## src/hw/rtl/tdmcg_pkg.sv

```systemverilog
// Package for the TDM MIMO chirp generator: sizes, register indexes, stage types
// and the CORDIC rotation angle table. Depends on nothing; every other file uses it.
package tdmcg_pkg;

   localparam int PHASE_BITS      = 48;
   localparam int SAMPLE_BITS     = 16;
   localparam int MAX_CHANNELS    = 4;
   localparam int COUNT_BITS      = 16;
   localparam int CHAN_BITS       = 2;
   localparam int NCH_BITS        = 3;
   localparam int ANGLE_BITS      = 32;
   localparam int CW              = 34;
   localparam int ROT_STEPS       = 18;
   localparam int STEPS_PER_STAGE = 3;
   localparam int CORDIC_STAGES   = ROT_STEPS / STEPS_PER_STAGE;
   localparam int PIPE_DEPTH      = CORDIC_STAGES + 2;
   localparam int ROUND_SHIFT     = 30 - (SAMPLE_BITS - 1);
   localparam int CSR_INDEX_BITS  = 3;
   localparam int CSR_DATA_BITS   = 48;

   localparam logic [CW-1:0] X_INIT = CW'(652032874);

   localparam logic [CSR_INDEX_BITS-1:0] CSR_CHANNEL_COUNT = 3'd0;
   localparam logic [CSR_INDEX_BITS-1:0] CSR_SLOT_SAMPLES  = 3'd1;
   localparam logic [CSR_INDEX_BITS-1:0] CSR_CHIRP_SAMPLES = 3'd2;
   localparam logic [CSR_INDEX_BITS-1:0] CSR_START_PHASE   = 3'd3;
   localparam logic [CSR_INDEX_BITS-1:0] CSR_START_FREQ    = 3'd4;
   localparam logic [CSR_INDEX_BITS-1:0] CSR_FREQ_STEP     = 3'd5;

   typedef struct packed {
      logic [NCH_BITS-1:0]   channel_count;
      logic [COUNT_BITS-1:0] slot_samples;
      logic [COUNT_BITS-1:0] chirp_samples;
      logic [PHASE_BITS-1:0] start_phase;
      logic [PHASE_BITS-1:0] start_freq;
      logic [PHASE_BITS-1:0] freq_step;
   } cfg_type;

   typedef struct packed {
      logic [CW-1:0] x;
      logic [CW-1:0] y;
      logic [CW-1:0] z;
   } rot_type;

   typedef struct packed {
      logic [CHAN_BITS-1:0] channel;
      logic                 in_chirp;
      logic                 frame_last;
      logic                 flip;
   } tag_type;

   // Rotation angles in units of 2^-32 turn.
   function automatic logic [CW-1:0] rot_angle(input int unsigned i);
      logic [CW-1:0] r;
      case (i)
         0:       r = CW'(32'h20000000);
         1:       r = CW'(32'h12E4051D);
         2:       r = CW'(32'h09FB385B);
         3:       r = CW'(32'h051111D4);
         4:       r = CW'(32'h028B0D43);
         5:       r = CW'(32'h0145D7E1);
         6:       r = CW'(32'h00A2F61E);
         7:       r = CW'(32'h00517C55);
         8:       r = CW'(32'h0028BE53);
         9:       r = CW'(32'h00145F2E);
         10:      r = CW'(32'h000A2F98);
         11:      r = CW'(32'h000517CC);
         12:      r = CW'(32'h00028BE6);
         13:      r = CW'(32'h000145F3);
         14:      r = CW'(32'h0000A2F9);
         15:      r = CW'(32'h0000517C);
         16:      r = CW'(32'h000028BE);
         17:      r = CW'(32'h0000145F);
         default: r = '0;
      endcase
      return r;
   endfunction

endpackage

```

## src/hw/rtl/tdmcg_out.sv

```systemverilog
// Output stage: quadrant unfold, rounding to Q1.15 and saturation into the result register.
// Depends on tdmcg_pkg.
module tdmcg_out (
   input  logic                                 clock,
   input  logic                                 enable,
   input  tdmcg_pkg::rot_type                   rot_i,
   input  tdmcg_pkg::tag_type                   tag_i,
   output logic [2*tdmcg_pkg::SAMPLE_BITS-1:0]  data_ff,
   output logic [tdmcg_pkg::CHAN_BITS:0]        user_ff,
   output logic                                 last_ff
);

   localparam logic [tdmcg_pkg::CW-1:0] ROUND_HALF =
      tdmcg_pkg::CW'(1) << (tdmcg_pkg::ROUND_SHIFT - 1);
   localparam logic [tdmcg_pkg::CW-1:0] SMP_MAX =
      (tdmcg_pkg::CW'(1) << (tdmcg_pkg::SAMPLE_BITS - 1)) - tdmcg_pkg::CW'(1);

   logic [tdmcg_pkg::SAMPLE_BITS-1:0] cos_val, sin_val;

   function automatic logic [tdmcg_pkg::SAMPLE_BITS-1:0] to_sample(
      input logic signed [tdmcg_pkg::CW-1:0] v,
      input logic                            neg
   );
      logic signed [tdmcg_pkg::CW-1:0] s, r;
      s = neg ? -v : v;
      r = (s + $signed(ROUND_HALF)) >>> tdmcg_pkg::ROUND_SHIFT;
      if (r > $signed(SMP_MAX)) begin
         r = $signed(SMP_MAX);
      end else if (r < -$signed(SMP_MAX) - 1) begin
         r = -$signed(SMP_MAX) - 1;
      end
      return r[tdmcg_pkg::SAMPLE_BITS-1:0];
   endfunction

   always_comb begin
      if (tag_i.in_chirp) begin
         cos_val = to_sample($signed(rot_i.x), tag_i.flip);
         sin_val = to_sample($signed(rot_i.y), tag_i.flip);
      end else begin
         cos_val = '0;
         sin_val = '0;
      end
   end

   always_ff @(posedge clock) begin
      if (enable) begin
         data_ff <= {sin_val, cos_val};
         user_ff <= {tag_i.in_chirp, tag_i.channel};
         last_ff <= tag_i.frame_last;
      end
   end

endmodule

```

## config.mk

```make
export PLATFORM = sky130hd
export DESIGN_NAME = tdmcg_out
export DESIGN_NICKNAME = d
export VERILOG_FILES = /design/src/hw/rtl/tdmcg_pkg.sv /design/src/hw/rtl/tdmcg_out.sv
export SDC_FILE = /design/constraint.sdc
export NUM_CORES = 1
export LEC_CHECK = 0
export BUFFER_PORTS_ARGS = -buffer_cell sky130_fd_sc_hd__buf_2
export CELL_PAD_IN_SITES_DETAIL_PLACEMENT = 1
export CELL_PAD_IN_SITES_GLOBAL_PLACEMENT = 1
export CORE_ASPECT_RATIO = 1.5
export CORE_MARGIN = 10
export CORE_UTILIZATION = 40
export CTS_BUF_LIST = sky130_fd_sc_hd__clkbuf_4 sky130_fd_sc_hd__clkbuf_8
export CTS_CLUSTER_SIZE = 16
export DETAILED_ROUTE_END_ITERATION = 8
export PLACE_DENSITY_LB_ADDON = 0.1
export SYNTH_ARGS = -nofsm -noshare
export SYNTH_HDL_FRONTEND = slang
export SYNTH_SLANG_ARGS = --single-unit
```

## constraint.sdc

```tcl
create_clock -name clock -period 9.12 [get_ports clock]
set_input_delay 1.368 -clock clock [delete_from_list [all_inputs] [get_ports clock]]
set_output_delay 1.368 -clock clock [all_outputs]
set_load 0.01 [all_outputs]
```

Yosys cells after proc, flatten, opt, wreduce, memory -nomap -nowiden
Index checks and enable logic that the tools add are counted.
- bits in registers: 36
- input bits: 109
- output and inout bits: 36
- word-level logic and storage cells: 22
- add/subtract/negate cells: 4
- order comparisons: 4
- mux-type cells: 6
- bitwise operators: 1
- reduce and logical (&&, ||, !) cells: 2
- operator list (kind ; number):
    34-bit by 16-bit adder with 34-bit output, second input constant ; 2
    34-bit two-way mux ; 2
    34-bit negator ; 2
    19-bit by 16-bit greater-than comparator with 1-bit output, second input constant ; 2
    19-bit by 16-bit less-than comparator with 1-bit output, second input constant ; 2
    16-bit two-way mux ; 2
    15-bit two-way mux ; 2
    2-bit OR reduction ; 2
    1-bit NOT ; 1

Depth between registers and ports, before layout
- depth after elaboration: 6
- gate-level depth with buffers: 15
- mapped depth without buffers: 12

Least setup slack after synthesis
OpenSTA, ideal clock, no wires.
- path type: input to register
- from: input tag_i[0] (netlist bit)
- to: register data_ff[23] (netlist bit), data pin
- setup time: 0.269 ns
- data arrival time: 4.582 ns
- required time: 8.851 ns
- setup slack: 4.270 ns
- stages on the path: 15
- path buffers: 5
- path through: clkbuf_1 buf_1 clkbuf_1 clkbuf_1 o21ai_0 xnor2_1 ha_1 inv_1 a31oi_2 nor3b_2 a41oi_1 a311o_1 o211ai_1 buf_2 o31ai_1
- longest elaborated chain between the ends: 5
- elaborated cells on any way between the ends: 6
- classes of those cells: add/sub: 1; order compare: 2; mux: 3
- ends and longest elaborated chain (item ; line ; source):
    start, declared ; tdmcg_out.sv:7 ; input tdmcg_pkg::tag_type tag_i,
    34-bit two-way mux (*) ; tdmcg_out.sv:25 ; s = neg ? -v : v;
    34-bit by 16-bit adder with 34-bit output (*) ; tdmcg_out.sv:26 ; r = (s + $signed(ROUND_HALF)) >>> tdmcg_pkg::ROUND_SHIFT;
    19-bit by 16-bit less-than comparator with 1-bit output ; tdmcg_out.sv:29 ; end else if (r < -$signed(SMP_MAX) - 1) begin
    16-bit two-way mux ; tdmcg_out.sv:29 ;
    15-bit two-way mux (*) ; tdmcg_out.sv:27 ; if (r > $signed(SMP_MAX)) begin
    end signal, assigned ; tdmcg_out.sv:47 ; data_ff <= {sin_val, cos_val};
    end, declared ; tdmcg_out.sv:8 ; output logic [2*tdmcg_pkg::SAMPLE_BITS-1:0] data_ff,
Every way passes the cells marked *; elsewhere a longest branch is shown, timed or not.
A chain may end at the register's enable or synchronous reset.

Worst setup path after layout
- from: input rot_i[42] (netlist bit)
- to: register data_ff[16] (netlist bit), data pin
- longest elaborated chain between the ends: 6
- elaborated cells on any way between the ends: 7
- classes of those cells: add/sub: 2; order compare: 2; mux: 3
- ends and longest elaborated chain (item ; line ; source):
    start, declared ; tdmcg_out.sv:6 ; input tdmcg_pkg::rot_type rot_i,
    34-bit negator ; tdmcg_out.sv:25 ;
    34-bit two-way mux (*) ; tdmcg_out.sv:25 ;
    34-bit by 16-bit adder with 34-bit output (*) ; tdmcg_out.sv:26 ;
    19-bit by 16-bit less-than comparator with 1-bit output ; tdmcg_out.sv:29 ;
    16-bit two-way mux ; tdmcg_out.sv:29 ;
    15-bit two-way mux (*) ; tdmcg_out.sv:27 ;
Marked as above.

==> flow_summary.ini <==
[status]
result_of_the_run = finished, final reports clean

[cells_and_area]
layout_commonest_cell = sky130_fd_sc_hd__buf_2
layout.nets = 660
finalInstanceArea_um2 = 4530
layout.cells.most_common_list = sky130_fd_sc_hd__buf_2, sky130_fd_sc_hd__xnor2_1, sky130_fd_sc_hd__edfxtp_1, sky130_fd_sc_hd__nand2_1, sky130_fd_sc_hd__o21ai_0
area_overhead_of_the_layout_relative_to_synthesis_pct = 17.0
final_layout_size_suffix_gt1_share_pct = 26.5
final_cell_count_no_fill = 663

[cts]
clk_path_buf_depth = 2
tritoncts = yes
h-tree-depth = 2
clkSinkCount = 36
count_of_hold_fix_buffers_inserted_at_cts = 0
post_cts_resize_count = 0
clock-root-buffer = sky130_fd_sc_hd__clkbuf_8
cts_buffers = 5
clkTransAtPathRegs_ns = 0.07
post-cts-setup-buffer-count = 0

[power]
power-per-cell-area_nw_per_um2 = 109
irDropWorstVdd_mv = 0.0773
cellLeakagePower_uw = 0.00161

[synth]
synth_warnings = 0
ys_async_sr_fraction_pct = 0
post_synth.cell_area_avg_um2 = 8.42
postSynthNetCount = 571
yosysSeqAreaShare_pct = 27.9
postSynth.topFlopCell = sky130_fd_sc_hd__edfxtp_1
distinct_cell_type_count_of_the_synthesized_netlist = 72
netlist_area_um2 = 3870
synth-edff-count = 36
number_of_instances_in_the_synthesized_netlist = 460
synth.ff_latch_count = 36

[critical_path]
critical_path_peak_fanout = 15
critical_path_required_ns = 9.11
worstSetupStartpointType = input pin
end_kind = flop
crit_type = input pin to flop
crit_path_arrival_time_ns = 5.83

[timing]
timing.final.crit_share_pct = 64.0
timing.final.setup_violations = 0
setup_tns_ns = 0
max_slew_headroom_pct = 26.9
fmax_mhz = 171
tightest_slew_ns = 1.09
grt_setup_unrepaired = false
slew_viols_final = 0
period_needed_ns = 5.84
report.final.hold_viol_count = 0

[route]
drt-pass1-iter-count = 4
wl_mm = 12.8
num_vias = 4025
antenna_viol_nets_final = 0
post_drt_via_cell_ratio = 6.07
drc_violations_left = 0
wl_per_cell_um = 19.2
drt_iter0_drc = 109

[floorplan]
die_area_um2 = 14100
core_region_area_um2 = 9360
die_w_um = 100
rows = 43
die_h_um = 141
initial_util_pct = 41.4
pin_count = 145

[grt]
grt_pass1_wl_mm = 20.7
grt_pass1_vias = 4280
global_route.overflow_total = 0
grt_max_degree = 51
grt_usage_pct = 17.4
number_of_antenna_violations_at_the_first_check_in_global_routing = 1

[min_path]
timing.hold.worst.class = input pin to flop

[placement]
place_area_um2 = 4440
finalWeightedCongestion = 0.864
place.port_buffers = 110
place_inst = 654
dpl.hpwl_mm = 10.3

[flow_run]
timing.max_cap.violations = 0
[through the flow]
| stage | hold WS (ns) | setup slack (ns) | power [uW] | util, % |
|---|---|---|---|---|
| after CTS | 1.23 | 3.30 | 498 | 48.4 |
| after detailed placement | 1.55 | 3.00 | 383 | 47.4 |
| after global placement | 1.54 | 3.19 | 376 | 47.4 |
| after floorplan | 1.47 | 4.27 | 316 | - |
| final | 1.24 | 3.28 | 494 | 48.4 |
| after global routing | 1.23 | 2.88 | 520 | 48.4 |
[synth_stat cells (12+ instances only)]
library cell	count	share of area, %
sky130_fd_sc_hd__xor2_1	18	4.1
sky130_fd_sc_hd__or3_1	13	2.1
sky130_fd_sc_hd__nor3_1	21	2.7
sky130_fd_sc_hd__edfxtp_1	36	28
sky130_fd_sc_hd__xnor2_1	36	8.1
sky130_fd_sc_hd__o31ai_1	21	4.1
sky130_fd_sc_hd__clkbuf_1	22	2.1
sky130_fd_sc_hd__nor2_1	28	2.7
sky130_fd_sc_hd__nand2_1	34	3.3
sky130_fd_sc_hd__a21oi_1	16	2.1
sky130_fd_sc_hd__nand3_1	12	1.6
sky130_fd_sc_hd__o21ai_0	31	4.0
sky130_fd_sc_hd__inv_1	12	1.2
[area by class of cell]
cell class	count	area (um^2)
antenna	1	2.50
clock buffer	6	76.3
clock inverter	2	11.3
fill	1181	4830
inverter	13	48.8
multi-input combinational	381	2610
sequential	36	1080
tap	112	140
timing repair buffer	112	566
[routing by layer]
layer	global-route usage (%)	vias up	part of all wire (%)
met5	0	-	0
met4	7.24	0	2.9
met3	2.76	22	4.2
met2	33.8	110	55
met1	17.3	1939	38
li1	-	1954	-
[critical path, stage by stage]
cell and delay, ns:
sky130_fd_sc_hd__buf_2 0.09, sky130_fd_sc_hd__or4_1 0.59, sky130_fd_sc_hd__nand4b_1 0.64, sky130_fd_sc_hd__o41ai_1 0.67, sky130_fd_sc_hd__a41oi_1 0.28, sky130_fd_sc_hd__or3_1 0.53, sky130_fd_sc_hd__nor3_1 0.34, sky130_fd_sc_hd__a21oi_1 0.18
sky130_fd_sc_hd__o211ai_1 0.90, sky130_fd_sc_hd__o21ai_0 0.24
[report_power, final]
| group | internal [uW] | switching, uW | total [uW] |
|---|---|---|---|
| clock | 55.9 | 60.3 | 116 |
| sequential | 205 | 5.17 | 210 |
| combinational | 66.5 | 101 | 167 |
| total | 328 | 166 | 494 |
[flip-flops by register name, indices dropped and copies added, names as in the netlist]
register  flops
data_ff      32
user_ff       3
last_ff       1
[final timing paths]
kind	startpoint	to	slack, ns	cells past startpoint
max	rot_i[42]	data_ff[16]$_SDFFCE_PN0P_	3.28	10
min	tag_i[3]	user_ff[0]$_DFFE_PP_	1.24	1
[kinds of logic (layout without fill, tap and decap cells)]
family	count (synthesis)	in the layout	synth area share (%)
simple gates	173	173	25.0
compound gates	151	151	29.0
xor+xnor	54	54	12.2
buf+inv	43	133	4.81
flops	36	36	27.9
fa+ha+maj	2	2	0.646
mux	1	1	0.388
other cells	0	1	0
No activity file was read; power rests on OpenSTA's default activity.
